## src/rtl/core/json_token_scanner_assert.svh

```systemverilog
// Assertion macros for the JSON token scanner.
// Each macro expects signals named clk and rst in the enclosing module.
`ifndef JSON_TOKEN_SCANNER_ASSERT_SVH
`define JSON_TOKEN_SCANNER_ASSERT_SVH

`ifndef NO_ASSERTIONS
`define JTS_ASSERT(name, prop) \
  name: assert property (@(posedge clk) disable iff (rst) prop) \
    else $error("json_token_scanner: assertion failed");
`define JTS_NEVER(name, cond) \
  name: assert property (@(posedge clk) disable iff (rst) !(cond)) \
    else $error("json_token_scanner: forbidden condition seen");
`else
`define JTS_ASSERT(name, prop)
`define JTS_NEVER(name, cond)
`endif

`endif

```

## src/rtl/core/jts_pkg.sv

```systemverilog
package jts_pkg;

  typedef struct packed {
    logic [7:0] data_byte;
    logic       last_byte;
  } in_item_t;

  typedef struct packed {
    logic [3:0]  tok_kind;
    logic [31:0] token_start;
    logic [15:0] token_length;
    logic        has_escapes;
    logic [6:0]  nest_depth;
    logic [2:0]  status;
    logic        last_result;
  } out_item_t;

  // Token kinds
  localparam logic [3:0] KIND_BEGIN_OBJ = 4'd0;
  localparam logic [3:0] KIND_END_OBJ   = 4'd1;
  localparam logic [3:0] KIND_BEGIN_ARR = 4'd2;
  localparam logic [3:0] KIND_END_ARR   = 4'd3;
  localparam logic [3:0] KIND_NAME      = 4'd4;
  localparam logic [3:0] KIND_STRING    = 4'd5;
  localparam logic [3:0] KIND_NUMBER    = 4'd6;
  localparam logic [3:0] KIND_TRUE      = 4'd7;
  localparam logic [3:0] KIND_FALSE     = 4'd8;
  localparam logic [3:0] KIND_NULL      = 4'd9;

  // Status codes
  localparam logic [2:0] STAT_OK       = 3'd0;
  localparam logic [2:0] STAT_BAD_CHAR = 3'd1;
  localparam logic [2:0] STAT_BAD_END  = 3'd2;
  localparam logic [2:0] STAT_OVERFLOW = 3'd3;
  localparam logic [2:0] STAT_DONE     = 3'd4;

  localparam int RESULTS_MAX = 3;

  // Characters
  localparam logic [7:0] CH_QUOTE  = 8'h22;
  localparam logic [7:0] CH_BSLASH = 8'h5C;
  localparam logic [7:0] CH_LBRACE = 8'h7B;
  localparam logic [7:0] CH_RBRACE = 8'h7D;
  localparam logic [7:0] CH_LBRACK = 8'h5B;
  localparam logic [7:0] CH_RBRACK = 8'h5D;
  localparam logic [7:0] CH_COMMA  = 8'h2C;
  localparam logic [7:0] CH_COLON  = 8'h3A;
  localparam logic [7:0] CH_MINUS  = 8'h2D;
  localparam logic [7:0] CH_PLUS   = 8'h2B;
  localparam logic [7:0] CH_DOT    = 8'h2E;
  localparam logic [7:0] CH_ZERO   = 8'h30;

  // Literal selectors
  localparam logic [1:0] LIT_TRUE  = 2'd0;
  localparam logic [1:0] LIT_FALSE = 2'd1;
  localparam logic [1:0] LIT_NULL  = 2'd2;

  function automatic logic is_ws(input logic [7:0] c);
    return c == 8'h20 || c == 8'h09 || c == 8'h0A || c == 8'h0D;
  endfunction

  function automatic logic is_digit(input logic [7:0] c);
    return c >= 8'h30 && c <= 8'h39;
  endfunction

  function automatic logic is_hex(input logic [7:0] c);
    return is_digit(c) || (c >= 8'h61 && c <= 8'h66) || (c >= 8'h41 && c <= 8'h46);
  endfunction

  function automatic logic is_num_delim(input logic [7:0] c);
    return c == CH_COMMA || c == CH_RBRACE || c == CH_RBRACK || is_ws(c);
  endfunction

  function automatic logic is_simple_esc(input logic [7:0] c);
    return c == CH_BSLASH || c == CH_QUOTE || c == 8'h2F || c == 8'h62 ||
           c == 8'h66 || c == 8'h6E || c == 8'h72 || c == 8'h74;
  endfunction

  // Expected byte of a literal at a given position
  function automatic logic [7:0] lit_byte(input logic [1:0] sel, input logic [2:0] idx);
    logic [7:0] b;
    b = 8'h00;
    unique case (sel)
      LIT_TRUE: begin
        unique case (idx)
          3'd0:    b = 8'h74;
          3'd1:    b = 8'h72;
          3'd2:    b = 8'h75;
          default: b = 8'h65;
        endcase
      end
      LIT_FALSE: begin
        unique case (idx)
          3'd0:    b = 8'h66;
          3'd1:    b = 8'h61;
          3'd2:    b = 8'h6C;
          3'd3:    b = 8'h73;
          default: b = 8'h65;
        endcase
      end
      default: begin
        unique case (idx)
          3'd0:    b = 8'h6E;
          3'd1:    b = 8'h75;
          default: b = 8'h6C;
        endcase
      end
    endcase
    return b;
  endfunction

  function automatic logic [31:0] sat_inc32(input logic [31:0] v);
    return (v == 32'hFFFF_FFFF) ? v : v + 32'd1;
  endfunction

  function automatic logic [15:0] sat_inc16(input logic [15:0] v);
    return (v == 16'hFFFF) ? v : v + 16'd1;
  endfunction

  function automatic out_item_t mk_result(input logic [3:0] kind, input logic [31:0] start,
                                          input logic [15:0] len, input logic esc,
                                          input logic [6:0] dep, input logic [2:0] stat);
    out_item_t r;
    r.tok_kind     = kind;
    r.token_start  = start;
    r.token_length = len;
    r.has_escapes  = esc;
    r.nest_depth   = dep;
    r.status       = stat;
    r.last_result  = 1'b0;
    return r;
  endfunction

endpackage

```

## src/rtl/core/jts_scan.sv

```systemverilog
module jts_scan import jts_pkg::*; #(
  parameter int MAX_NEST_DEPTH = 64
) (
  input  logic            clk,
  input  logic            rst,
  input  logic            acc,
  input  in_item_t        item,
  input  logic [6:0]      depth_limit,
  output out_item_t       res [RESULTS_MAX],
  output logic [1:0]      res_n
);

  localparam int DW = $clog2(MAX_NEST_DEPTH + 1);
  localparam int CW = (DW > 7) ? DW : 7;

  typedef enum logic [4:0] {
    S_FIRST, S_OBJ_OPEN, S_ARR_OPEN, S_VALUE, S_NAME_NEXT, S_AFTER,
    S_STR, S_STR_ESC, S_STR_HEX, S_NAME, S_NAME_ESC, S_NAME_HEX, S_COLON,
    S_NUM_MINUS, S_NUM_ZERO, S_NUM_INT, S_NUM_DOT, S_NUM_FRAC,
    S_NUM_EXP, S_NUM_EXPSIGN, S_NUM_EXPDIG,
    S_LIT_TRUE, S_LIT_FALSE, S_LIT_NULL
  } scan_t;

  scan_t                     st, st_next;
  logic [DW-1:0]             depth, depth_next;
  logic [MAX_NEST_DEPTH-1:0] stack, stack_next;
  logic [31:0]               offset, offset_next;
  logic [15:0]               run_len, run_len_next;
  logic [31:0]               run_start, run_start_next;
  logic [2:0]                hex_cnt, hex_cnt_next;
  logic                      esc, esc_next;
  logic                      cplx, cplx_next;
  logic                      err, err_next;

  logic [7:0]  c;
  logic        do_after, do_value, do_close, close_obj, num_ok;
  logic [2:0]  fail_stat;
  logic [1:0]  n;
  logic [1:0]  lit_sel;
  logic [15:0] lit_len;
  logic [3:0]  lit_kind;

  function automatic logic num_accepting(input scan_t s);
    return s == S_NUM_ZERO || s == S_NUM_INT || s == S_NUM_FRAC || s == S_NUM_EXPDIG;
  endfunction

  // Scan one byte: next state and up to three results
  always_comb begin
    st_next        = st;
    depth_next     = depth;
    stack_next     = stack;
    offset_next    = offset;
    run_len_next   = run_len;
    run_start_next = run_start;
    hex_cnt_next   = hex_cnt;
    esc_next       = esc;
    cplx_next      = cplx;
    err_next       = err;
    c              = item.data_byte;
    do_after       = 1'b0;
    do_value       = 1'b0;
    do_close       = 1'b0;
    close_obj      = 1'b0;
    fail_stat      = STAT_OK;
    num_ok         = 1'b0;
    n              = 2'd0;
    lit_sel        = LIT_TRUE;
    lit_len        = 16'd4;
    lit_kind       = KIND_TRUE;
    for (int i = 0; i < RESULTS_MAX; i++) res[i] = '0;

    if (acc && err) begin
      // Drop bytes until the payload ends, then clear everything
      if (item.last_byte) begin
        st_next        = S_FIRST;
        depth_next     = '0;
        stack_next     = '0;
        offset_next    = '0;
        run_len_next   = '0;
        run_start_next = '0;
        hex_cnt_next   = '0;
        esc_next       = 1'b0;
        cplx_next      = 1'b0;
        err_next       = 1'b0;
      end else begin
        offset_next = sat_inc32(offset);
      end
    end else if (acc) begin
      unique case (st)
        S_FIRST, S_VALUE: begin
          do_value = !is_ws(c);
        end
        S_OBJ_OPEN, S_NAME_NEXT: begin
          if (!is_ws(c)) begin
            if (c == CH_QUOTE) begin
              st_next        = S_NAME;
              run_start_next = sat_inc32(offset);
              run_len_next   = '0;
              esc_next       = 1'b0;
              hex_cnt_next   = '0;
            end else if (c == CH_RBRACE && st == S_OBJ_OPEN) begin
              do_close  = 1'b1;
              close_obj = 1'b1;
            end else begin
              fail_stat = STAT_BAD_CHAR;
            end
          end
        end
        S_ARR_OPEN: begin
          if (!is_ws(c)) begin
            if (c == CH_RBRACK) do_close = 1'b1;
            else do_value = 1'b1;
          end
        end
        S_AFTER: do_after = 1'b1;
        S_STR, S_NAME: begin
          if (c == CH_QUOTE) begin
            if (st == S_NAME) begin
              st_next = S_COLON;
            end else begin
              res[n] = mk_result(KIND_STRING, run_start, run_len, esc, 7'(depth), STAT_OK);
              n = n + 2'd1;
              st_next = S_AFTER;
            end
          end else if (c == CH_BSLASH) begin
            esc_next     = 1'b1;
            run_len_next = sat_inc16(run_len);
            st_next      = (st == S_NAME) ? S_NAME_ESC : S_STR_ESC;
          end else if (c < 8'h20) begin
            fail_stat = STAT_BAD_CHAR;
          end else begin
            run_len_next = sat_inc16(run_len);
          end
        end
        S_STR_ESC, S_NAME_ESC: begin
          if (c == 8'h75) begin
            run_len_next = sat_inc16(run_len);
            hex_cnt_next = '0;
            st_next      = (st == S_NAME_ESC) ? S_NAME_HEX : S_STR_HEX;
          end else if (is_simple_esc(c)) begin
            run_len_next = sat_inc16(run_len);
            st_next      = (st == S_NAME_ESC) ? S_NAME : S_STR;
          end else begin
            fail_stat = STAT_BAD_CHAR;
          end
        end
        S_STR_HEX, S_NAME_HEX: begin
          if (!is_hex(c)) begin
            fail_stat = STAT_BAD_CHAR;
          end else begin
            run_len_next = sat_inc16(run_len);
            if (hex_cnt >= 3'd3) begin
              hex_cnt_next = '0;
              st_next      = (st == S_NAME_HEX) ? S_NAME : S_STR;
            end else begin
              hex_cnt_next = hex_cnt + 3'd1;
            end
          end
        end
        S_COLON: begin
          if (!is_ws(c)) begin
            if (c == CH_COLON) begin
              res[n] = mk_result(KIND_NAME, run_start, run_len, esc, 7'(depth), STAT_OK);
              n = n + 2'd1;
              st_next = S_VALUE;
            end else begin
              fail_stat = STAT_BAD_CHAR;
            end
          end
        end
        S_LIT_TRUE, S_LIT_FALSE, S_LIT_NULL: begin
          if (st == S_LIT_FALSE) begin
            lit_sel  = LIT_FALSE;
            lit_len  = 16'd5;
            lit_kind = KIND_FALSE;
          end else if (st == S_LIT_NULL) begin
            lit_sel  = LIT_NULL;
            lit_kind = KIND_NULL;
          end
          if (run_len < lit_len && c == lit_byte(lit_sel, run_len[2:0])) begin
            run_len_next = run_len + 16'd1;
            if (run_len_next == lit_len) begin
              res[n] = mk_result(lit_kind, run_start, lit_len, 1'b0, 7'(depth), STAT_OK);
              n = n + 2'd1;
              st_next = S_AFTER;
            end
          end else begin
            fail_stat = STAT_BAD_CHAR;
          end
        end
        default: begin
          // Number grammar; a delimiter ends the number and is scanned again
          if (num_accepting(st) && is_num_delim(c)) begin
            res[n] = mk_result(KIND_NUMBER, run_start, run_len, 1'b0, 7'(depth), STAT_OK);
            n = n + 2'd1;
            st_next  = S_AFTER;
            do_after = 1'b1;
          end else begin
            if (st == S_NUM_MINUS && is_digit(c))
              st_next = (c == CH_ZERO) ? S_NUM_ZERO : S_NUM_INT;
            else if (st == S_NUM_INT && is_digit(c))
              st_next = S_NUM_INT;
            else if ((st == S_NUM_ZERO || st == S_NUM_INT) && c == CH_DOT)
              st_next = S_NUM_DOT;
            else if ((st == S_NUM_ZERO || st == S_NUM_INT || st == S_NUM_FRAC) &&
                     (c == 8'h65 || c == 8'h45))
              st_next = S_NUM_EXP;
            else if ((st == S_NUM_DOT || st == S_NUM_FRAC) && is_digit(c))
              st_next = S_NUM_FRAC;
            else if (st == S_NUM_EXP && (c == CH_PLUS || c == CH_MINUS))
              st_next = S_NUM_EXPSIGN;
            else if ((st == S_NUM_EXP || st == S_NUM_EXPSIGN || st == S_NUM_EXPDIG) &&
                     is_digit(c))
              st_next = S_NUM_EXPDIG;
            else
              fail_stat = STAT_BAD_CHAR;
            if (fail_stat == STAT_OK) run_len_next = sat_inc16(run_len);
          end
        end
      endcase

      // Separator or closer after a complete value
      if (do_after && !is_ws(c)) begin
        if (depth == '0) begin
          fail_stat = STAT_BAD_CHAR;
        end else if (c == CH_COMMA) begin
          st_next = stack[0] ? S_NAME_NEXT : S_VALUE;
        end else if (c == CH_RBRACE) begin
          do_close  = 1'b1;
          close_obj = 1'b1;
        end else if (c == CH_RBRACK) begin
          do_close = 1'b1;
        end else begin
          fail_stat = STAT_BAD_CHAR;
        end
      end

      // Start of a value
      if (do_value) begin
        if (c == CH_QUOTE || c == CH_MINUS || is_digit(c) ||
            c == 8'h74 || c == 8'h66 || c == 8'h6E) begin
          run_start_next = (c == CH_QUOTE) ? sat_inc32(offset) : offset;
          run_len_next   = (c == CH_QUOTE) ? 16'd0 : 16'd1;
          esc_next       = 1'b0;
          hex_cnt_next   = '0;
          if (c == CH_QUOTE)       st_next = S_STR;
          else if (c == CH_MINUS)  st_next = S_NUM_MINUS;
          else if (c == CH_ZERO)   st_next = S_NUM_ZERO;
          else if (is_digit(c))    st_next = S_NUM_INT;
          else if (c == 8'h74)     st_next = S_LIT_TRUE;
          else if (c == 8'h66)     st_next = S_LIT_FALSE;
          else                     st_next = S_LIT_NULL;
        end else if (c == CH_LBRACE || c == CH_LBRACK) begin
          if (CW'(depth) >= CW'(depth_limit) || depth == DW'(MAX_NEST_DEPTH)) begin
            fail_stat = STAT_OVERFLOW;
          end else begin
            if (st == S_FIRST) cplx_next = 1'b1;
            stack_next = (stack << 1) | MAX_NEST_DEPTH'(c == CH_LBRACE);
            depth_next = depth + DW'(1);
            res[n] = mk_result((c == CH_LBRACE) ? KIND_BEGIN_OBJ : KIND_BEGIN_ARR, offset,
                               16'd1, 1'b0, 7'(depth_next), STAT_OK);
            n = n + 2'd1;
            st_next = (c == CH_LBRACE) ? S_OBJ_OPEN : S_ARR_OPEN;
          end
        end else begin
          fail_stat = STAT_BAD_CHAR;
        end
      end

      // Pop a container, checking its kind
      if (do_close) begin
        if (depth == '0 || stack[0] != close_obj) begin
          fail_stat = STAT_BAD_CHAR;
        end else begin
          depth_next = depth - DW'(1);
          stack_next = stack >> 1;
          res[n] = mk_result(close_obj ? KIND_END_OBJ : KIND_END_ARR, offset, 16'd1, 1'b0,
                             7'(depth_next), STAT_OK);
          n = n + 2'd1;
          st_next = S_AFTER;
        end
      end

      if (fail_stat != STAT_OK) begin
        res[n] = mk_result(KIND_BEGIN_OBJ, offset, 16'd0, 1'b0, 7'(depth_next), fail_stat);
        n = n + 2'd1;
        err_next = 1'b1;
      end

      // End of payload: report and clear
      if (item.last_byte) begin
        if (!err_next) begin
          num_ok = num_accepting(st_next);
          if (num_ok && depth_next == '0 && !cplx_next) begin
            res[n] = mk_result(KIND_NUMBER, run_start_next, run_len_next, 1'b0, 7'(depth_next),
                               STAT_OK);
            n = n + 2'd1;
            res[n] = mk_result(KIND_BEGIN_OBJ, offset, 16'd0, 1'b0, 7'(depth_next), STAT_DONE);
            n = n + 2'd1;
          end else if (st_next == S_AFTER && depth_next == '0) begin
            res[n] = mk_result(KIND_BEGIN_OBJ, offset, 16'd0, 1'b0, 7'(depth_next), STAT_DONE);
            n = n + 2'd1;
          end else begin
            res[n] = mk_result(KIND_BEGIN_OBJ, offset, 16'd0, 1'b0, 7'(depth_next),
                               STAT_BAD_END);
            n = n + 2'd1;
          end
        end
        st_next        = S_FIRST;
        depth_next     = '0;
        stack_next     = '0;
        offset_next    = '0;
        run_len_next   = '0;
        run_start_next = '0;
        hex_cnt_next   = '0;
        esc_next       = 1'b0;
        cplx_next      = 1'b0;
        err_next       = 1'b0;
      end else begin
        offset_next = sat_inc32(offset);
      end

      if (n != 2'd0) res[n - 2'd1].last_result = 1'b1;
    end
  end

  assign res_n = n;

  // Scanner state
  always_ff @(posedge clk) begin
    if (rst) begin
      st        <= S_FIRST;
      depth     <= '0;
      stack     <= '0;
      offset    <= '0;
      run_len   <= '0;
      run_start <= '0;
      hex_cnt   <= '0;
      esc       <= 1'b0;
      cplx      <= 1'b0;
      err       <= 1'b0;
    end else begin
      st        <= st_next;
      depth     <= depth_next;
      stack     <= stack_next;
      offset    <= offset_next;
      run_len   <= run_len_next;
      run_start <= run_start_next;
      hex_cnt   <= hex_cnt_next;
      esc       <= esc_next;
      cplx      <= cplx_next;
      err       <= err_next;
    end
  end

endmodule

```

## src/rtl/core/json_token_scanner.sv

```systemverilog
// Results of an accepted byte are written into the four-entry result queue in the
// cycle after; out_data shows the queue head. One byte is accepted per cycle while
// each byte yields at most one result and out_stall is low; input stalls while the
// queue, which drains one transaction per cycle unless out_stall, lacks room for three.
// Reset (rst, synchronous): empties the queue, returns the scanner to its start
// state with an empty nesting stack, and sets depth_limit to 64.
`include "json_token_scanner_assert.svh"

module json_token_scanner import jts_pkg::*; #(
  parameter int MAX_NEST_DEPTH = 64
) (
  input  logic      clk,
  input  logic      rst,
  input  logic      in_valid,
  output logic      in_stall,
  input  in_item_t  in_data,
  output logic      out_valid,
  input  logic      out_stall,
  output out_item_t out_data,
  input  logic      cfg_valid,
  output logic      cfg_ready,
  input  logic [6:0] cfg_data
);

  logic [6:0] depth_limit;
  out_item_t  queue [4];
  logic [1:0] wr_ptr, rd_ptr;
  logic [2:0] count;
  logic       acc, pop;
  out_item_t  res [RESULTS_MAX];
  logic [1:0] res_n;

  // Accept a byte only while the queue has room for three results
  assign in_stall  = rst || (count > 3'd1);
  assign acc       = in_valid && !in_stall;
  assign out_valid = (count != 3'd0);
  assign out_data  = queue[rd_ptr];
  assign pop       = out_valid && !out_stall;
  assign cfg_ready = 1'b1;

  jts_scan #(
    .MAX_NEST_DEPTH(MAX_NEST_DEPTH)
  ) u_scan (
    .clk         (clk),
    .rst         (rst),
    .acc         (acc),
    .item        (in_data),
    .depth_limit (depth_limit),
    .res         (res),
    .res_n       (res_n)
  );

  // Hold the depth limit register
  always_ff @(posedge clk) begin
    if (rst) begin
      depth_limit <= 7'd64;
    end else if (cfg_valid && cfg_ready) begin
      depth_limit <= cfg_data;
    end
  end

  // Advance the result queue
  always_ff @(posedge clk) begin
    if (rst) begin
      wr_ptr <= '0;
      rd_ptr <= '0;
      count  <= '0;
    end else begin
      wr_ptr <= wr_ptr + res_n;
      rd_ptr <= rd_ptr + 2'(pop);
      count  <= count + 3'(res_n) - 3'(pop);
    end
  end

  // Store results
  always_ff @(posedge clk) begin
    for (int i = 0; i < RESULTS_MAX; i++) begin
      if (2'(i) < res_n) queue[wr_ptr + 2'(i)] <= res[i];
    end
  end

  `JTS_ASSERT(a_queue_bound, count <= 3'd4)
  `JTS_ASSERT(a_status_is_last, out_valid && out_data.status != STAT_OK |-> out_data.last_result)
  `JTS_ASSERT(a_done_at_top, out_valid && out_data.status == STAT_DONE |-> out_data.nest_depth == 7'd0)

endmodule
```

## config.mk

```make
export PLATFORM = sky130hd
export DESIGN_NAME = json_token_scanner
export DESIGN_NICKNAME = d
export VERILOG_FILES = /design/src/rtl/core/jts_pkg.sv /design/src/rtl/core/jts_scan.sv /design/src/rtl/core/json_token_scanner.sv
export VERILOG_INCLUDE_DIRS = /design/src /design/src/rtl/core
export SDC_FILE = /design/constraint.sdc
export NUM_CORES = 2
export LEC_CHECK = 0
export ABC_AREA = 1
export BUFFER_PORTS_ARGS = -buffer_cell sky130_fd_sc_hd__buf_2
export CAP_MARGIN = 20
export CORE_MARGIN = 2
export CORE_UTILIZATION = 40
export DETAILED_ROUTE_END_ITERATION = 12
export GPL_TIMING_DRIVEN = 0
export PLACE_DENSITY_LB_ADDON = 0.25
export SLEW_MARGIN = 30
export SYNTH_ARGS = -nofsm -noshare
export SYNTH_HDL_FRONTEND = slang
export SYNTH_SLANG_ARGS = --single-unit
```

## constraint.sdc

```tcl
create_clock -name clk -period 12.15 [get_ports clk]
set_clock_uncertainty 0.05 [all_clocks]
set_input_delay 3.0375 -clock clk [delete_from_list [all_inputs] [get_ports clk]]
set_output_delay 3.0375 -clock clk [all_outputs]
set_load 0.01 [all_outputs]
```

=== Yosys cells after proc, flatten, opt, wreduce, memory -nomap -nowiden ===
Memories as Yosys holds them, arrays and structs flattened. A register that Yosys moved wholly into a read port is not among the register bits.
Index checks and enable logic that the tools add are counted.

* Shifts and indexed selects: 0
* Bitwise operators: 7
* Eq/ne operators: 64
* Multipliers: 0
* Reductions and logical operators: 87
* Divide/modulo/power cells: 0
* Muxes and demuxes: 325
* Order comparisons: 26
* Add/subtract/negate cells: 17

{| class="wikitable"
|+ Operators with widths
! cell !! count
|-
| $mux W192 || 22
|-
| $bwmux W192 || 8
|-
| $mux W64 || 21
|-
| $demux W64 S2 || 6
|-
| $mux W32 || 16
|-
| $mux W16 || 23
|-
| $pmux W64 S4 || 1
|-
| $mux W5 || 40
|-
| $mux W63 || 3
|-
| $mux W3 || 42
|-
| $eq A8 B7 Y1 const B || 13
|-
| $pmux W16 S6 || 1
|-
| $mux W7 || 12
|-
| $mux W1 || 74
|-
| $eq A8 B6 Y1 const B || 9
|-
| $mux W2 || 35
|-
| $or A64 B1 Y64 || 1
|-
| $eq A5 B4 Y1 const B || 10
|-
| $eq A5 B5 Y1 const B || 10
|-
| $logic_or A1 B1 Y1 || 35
|-
| $pmux W5 S7 || 1
|-
| $add A32 B1 Y32 const B || 1
|-
| $eq A32 B32 Y1 const B || 1
|-
| $logic_and A1 B1 Y1 || 26
|-
| other kinds (63) || 115
|}

* Input port bits: 21
* Output and inout bits: 67
* Memory bits (read-only): 0
* RAM bits: 256
* Word-level logic and storage cells: 541
* Register bits: 176
* Bits in latches: 0
* Memories: 1

{| class="wikitable"
|+ Memories
! name !! depth !! bits a word !! rd ports !! clocked after Yosys merged registers in !! wr ports !! line !! RTL
|-
| queue || 4 || 64 || 1 || 1 || 3 || json_token_scanner.sv:26 || <nowiki>out_item_t queue [4];</nowiki>
|}

=== Longest topological paths before layout ===
* Depth in word-level cells: 51
* Depth in mapped cells: 42
* Mapped depth without buffers: 40

=== Cells and area by module ===
From an unflattened synthesis, not the netlist that was laid out.

* Cells, all modules: 5755
* Area total of the unflattened synthesis: 35514.1 µm²

{| class="wikitable"
|+ By module, submodules not included
! module !! area each (µm²) !! seq. area each (µm²) !! times used !! cells each
|-
| jts_scan || 19373.6 || 3243.1 || 1 || 3574
|-
| json_token_scanner || 16140.5 || 7967.6 || 1 || 2181
|}

=== Least setup slack after synthesis ===
No wires, ideal clock.

* Path kind: input -> register
* Start point: in in_data[2] (netlist bit)
* End point: mem queue[3][0] (netlist bit) (enable)
* Data arrival time: 9663 ps
* Path buffers: 2
* Library setup time: 499 ps
* Required time: 11601 ps
* Path slack: 1938 ps
* Stages on the path: 29
* Cell sequence: buf_4 > nand2_1 > nor2_1 > nand2_1 > clkinv_1 > nand2_1 > nand2_1 > a21oi_2 > nand2_1 > ha_1 > nand2_1 > nand2_1 > ha_1 > inv_1 > o21ai_1 > ha_1 > or2_0 > o21ai_0 > inv_1 > ha_1 > nor2_1 > nand3_1 > nand3_2 > nand2_2 > buf_12 > nand2_1 > inv_1 > nor2_1 > o21bai_1

{| class="wikitable"
|+ RTL lines
! what !! line !! RTL
|-
| start: declaration || json_token_scanner.sv:16 || <nowiki>input in_item_t in_data,</nowiki>
|-
| end: declaration || json_token_scanner.sv:26 ||
|}

==> run_results.csv <==
group,metric,value,unit
setup_path,r2r_setup_slack,4050,ps
cts,clkSinkCount,432,
cells_and_area,filler_cell_count_in_the_final_layout,9385,
setup_path,timing.critical_path.fanout_max,10,
worst_hold_path,holdCritStartpoint,"u_scan.hex_cnt[2]$_SDFFE_PP0P_",
power_and_ir_drop,design_power_total,4.85,mW
logic_synthesis,gate_count_after_technology_mapping,5579,
power_and_ir_drop,p_leak,16.0,nW
cts,cts_resized,0,
route,drt-total-wl,176000,microns
timing,maxSlewViolCount,0,
power_and_ir_drop,cell_internal_pwr,2.97,mW
logic_synthesis,synth_top_area_share,22.1,%
logic_synthesis,ys.flop_type,"edfxtp_1",
logic_synthesis,synth-simple-area-share,36.5,%
global_route,grtUsageTotal,38.1,%
place,port_buffers,84,
timing,relSlewSlack,26.2,%
cts,clk-insertion-delay-late,630,ps
setup_path,worst_r2r_endpoint,"queue[3][11]$_SDFFCE_PP0P_",
cells_and_area,layout.cell_area.non_filler,38600,sq um
place,hpwl,137000,microns
setup_path,critical_path_class,"input pin to register",
logic_synthesis,synth_seq_cells,432,
power_and_ir_drop,switching_component_of_the_power,1.88,mW
global_route,overflow,0,
logic_synthesis,synth_top_cells_by_area,"edfxtp_1 (22%), nand2_1 (20%), dfxtp_1 (10%)",
cts,htree_num_levels,2,
global_route,pin_count_of_the_biggest_net_entering_global_routing,38,
power_and_ir_drop,max_vdd_drop,126,uV
route,dr.first_iter.drc_count,5609,
route,drtAntennaViolNets,0,
route,drt_pre_antenna_iters,6,
cells_and_area,drive_above_1_share,6.83,%
setup_path,cp.depth,29,
global_route,number_of_antenna_violations_at_the_first_check_in_global_routing,2,
logic_synthesis,synth.cell_area,34800,sq um
route,routedWlPerCell,25.4,microns
logic_synthesis,synth_area_leader_cell,"edfxtp_1",
setup_path,critPathTopFamily,"simple AND/OR/NAND/NOR gates",
setup_path,r2r-start,"u_scan.st[1]$_SDFFE_PP0P_",
floorplan,die_width,299,microns
logic_synthesis,synth-warning-count,0,
cts,cts_root_buf,"clkbuf_16",
logic_synthesis,synth-adder-area-share,1.32,%
timing,setup-violations-final,0,
place,dpl.cell_count,6827,
setup_path,critPathRequiredTime,12550,ps
timing,finalWorstPathRequiredPeriod,10160,ps
cells_and_area,commonest_non_fill_non_tap_cells_in_the_layout,"nand2_1 (1875), o21ai_0 (542), nor2_1 (477)",
setup_path,critical-path-top-cell-by-count,"nand2_1",
timing,maxClockFrequency,98.5,MHz
floorplan,placement_rows,108,
floorplan,boundaryPins,88,
cts,cts-buffers-inserted,52,
power_and_ir_drop,power.share.switching,38.8,%
cells_and_area,flow.area_growth_from_synthesis,11.1,%
logic_synthesis,synth_edf_count,256,
cells_and_area,util_after_layout,44.7,%
cts,cts_hold_buf,0,
floorplan,die_y,299,microns
setup_path,crit_path_start,"in_data[1]",
global_route,grtUsageMet3,6.82,%
cells_and_area,num-nets-final,5784,
global_route,vias_in_the_first_global_route,37200,
power_and_ir_drop,power-per-cell-area,126,nW/um^2
logic_synthesis,synth-seq-area-share,32.2,%
logic_synthesis,syn_area_per_cell,6.24,sq um
place,dpl-instance-area,36900,sq um
global_route,grt_first_pass_wirelength,255000,microns
global_route,gr-max-usage-layer,"met2",
global_route,grt_util_met2,57.5,%
floorplan,dieArea,89400,sq um
cts,clockBufferDepth,3,
setup_path,critPathCaptureType,"register",
logic_synthesis,synth_xor_area_share,0.953,%
floorplan,core_area,86500,sq um
cells_and_area,stdcell_count,6926,
logic_synthesis,ys_types,60,
setup_path,slowest_delay,610,ps
cells_and_area,most_common_cell_after_layout_fill_and_taps_aside,"nand2_1",
floorplan,start_util,40.2,%
route,drc,0,
global_route,grt_use_met1,52.6,%
place,gp_congestion,1.04,
cts,cts_setup_buffers,0,
timing,rsz0062_at_grt,"no",
power_and_ir_drop,power_frac_seq,33.7,%
route,vias_per_cell,5.97,
cts,worst_setup_hold_path_clk_slew,60,ps
setup_path,critPathSlowestCell,"buf_1",
route,number_of_vias_after_detailed_routing,41300,
setup_path,timing.critical_path.from_type,"input pin",
timing,period_share,83.6,%
worst_hold_path,worstHoldPathType,"register to register",
setup_path,endpoint,"queue[3][11]$_SDFFCE_PP0P_",
logic_synthesis,synthesis.nets,5636,
flow_run,max_cap_violations,0,
logic_synthesis,share_of_async_settable_or_async_resettable_flops_after_synthesis,0,%
logic_synthesis,post_synthesis_mux_area_share,0,%
timing,final.setup.tns,0,ps
power_and_ir_drop,combinationalPowerShare,32.8,%
setup_path,depth_of_the_worst_register_to_register_path,35,
cells_and_area,n_antenna_cell,0,
timing,timing.final.hold_violations,0,
setup_path,cp.arrival,10560,ps
logic_synthesis,synth-compound-area-share,20.0,%
outcome,outcome,"finished, final reports clean",
cts,clock_tree_from_tritoncts,"built",
logic_synthesis,synth_top_family_by_area,"simple AND/OR/NAND/NOR gates",
setup_path,worstPathBufferInverterCount,8,
timing,tightestPinTransition,1100,ps
power_and_ir_drop,share_clk_of_total_power,33.5,%
==> final cells by class <==
| type | instances | area [sq um] | share of cell area (%) |
|---|---|---|---|
| Inverter | 349 | 1310 | 3.39 |
| Clock inverter | 31 | 312 | 0.806 |
| Buffer | 423 | 1810 | 4.68 |
| Tap cell | 1155 | 1450 | 3.74 |
| Clock buffer | 67 | 1430 | 3.70 |
| Sequential cell | 432 | 11200 | 29.0 |
| Multi-Input combinational cell | 4375 | 20500 | 53.1 |
| Timing Repair Buffer | 94 | 617 | 1.60 |
==> synthesized netlist by cell type (all sizes together), types with 2 or more instances <==
cell type / instances
nand2: 1895
o21ai: 562
nor2: 492
nand3: 449
a21oi: 389
inv: 334
clkbuf: 286
edfxtp: 256
dfxtp: 176
buf: 137
o211ai: 122
nand4: 104
o22ai: 100
nor3: 62
a22oi: 36
ha: 35
xor2: 35
nor4: 16
clkinv: 15
a31oi: 12
a211oi: 11
nand3b: 11
or2: 9
a21boi: 6
o2111ai: 6
o21a: 3
o31ai: 3
and2: 2
and3: 2
o21bai: 2
o221ai: 2
xnor2: 2
==> power groups by stage <==
stage | combinational, mW | sequential, mW | clock (mW)
after floorplan | 0.892 | 1.67 | 0
after global placement | 1.54 | 1.68 | 0
after detailed placement | 1.55 | 1.67 | 0
after CTS | 1.55 | 1.64 | 1.63
after global routing | 1.69 | 1.64 | 1.69
final | 1.59 | 1.64 | 1.63
==> sequential cells by signal (all words and copies together), names as in the netlist, 3 cells and up <==
signal	cells
queue	256
u_scan.stack	64
count	3
depth_limit	7
u_scan.depth	7
u_scan.run_len	16
u_scan.offset	32
u_scan.run_start	32
u_scan.st	5
u_scan.hex_cnt	3
==> per-layer routing <==
metal | up-vias | part of all wire [%]
li1 | 19100 | -
met1 | 19200 | 42
met2 | 2574 | 42
met3 | 467 | 11
met4 | 6 | 5.6
met5 | - | 0.039
==> cell families after synthesis <==
kind of cell,Yosys count
and+or+nand+nor,3043
AOI/OAI and AO/OA,1258
buffers and inverters,772
DFF,432
xor gates and xnor gates,37
adders and majority gates,36
other,1
==> how the worst min path moves through the flow <==
stage                                                 to  slack (ps)  depth (start not counted)
after detailed placement  u_scan.hex_cnt[2]$_SDFFE_PP0P_         400                          2
after CTS                 u_scan.hex_cnt[2]$_SDFFE_PP0P_         410                          2
final                     u_scan.hex_cnt[2]$_SDFFE_PP0P_         400                          2
after global placement    u_scan.hex_cnt[2]$_SDFFE_PP0P_         390                          2
after floorplan           u_scan.hex_cnt[2]$_SDFFE_PP0P_         370                          2
after global routing       u_scan.stack[17]$_SDFFE_PP0P_         430                          2
==> tightest hold or removal path, delay by kind of cell (launching register included) <==
| family | cells | cell delay, ps |
|---|---|---|
| buffers and inverters | 1 | 60 |
| flip-flops | 1 | 290 |
| AND/OR/NAND/NOR | 1 | 50 |
==> metrics by stage <==
step           setup WS (ps)  hold WS, ps
2_1_floorplan           1940          375
3_3_place_gp           -2310          390
3_5_place_dp            1620          398
4_1_cts                 2290          406
5_1_grt                 1740          427
6_report                1990          402
(Power assumes the default switching activity.)
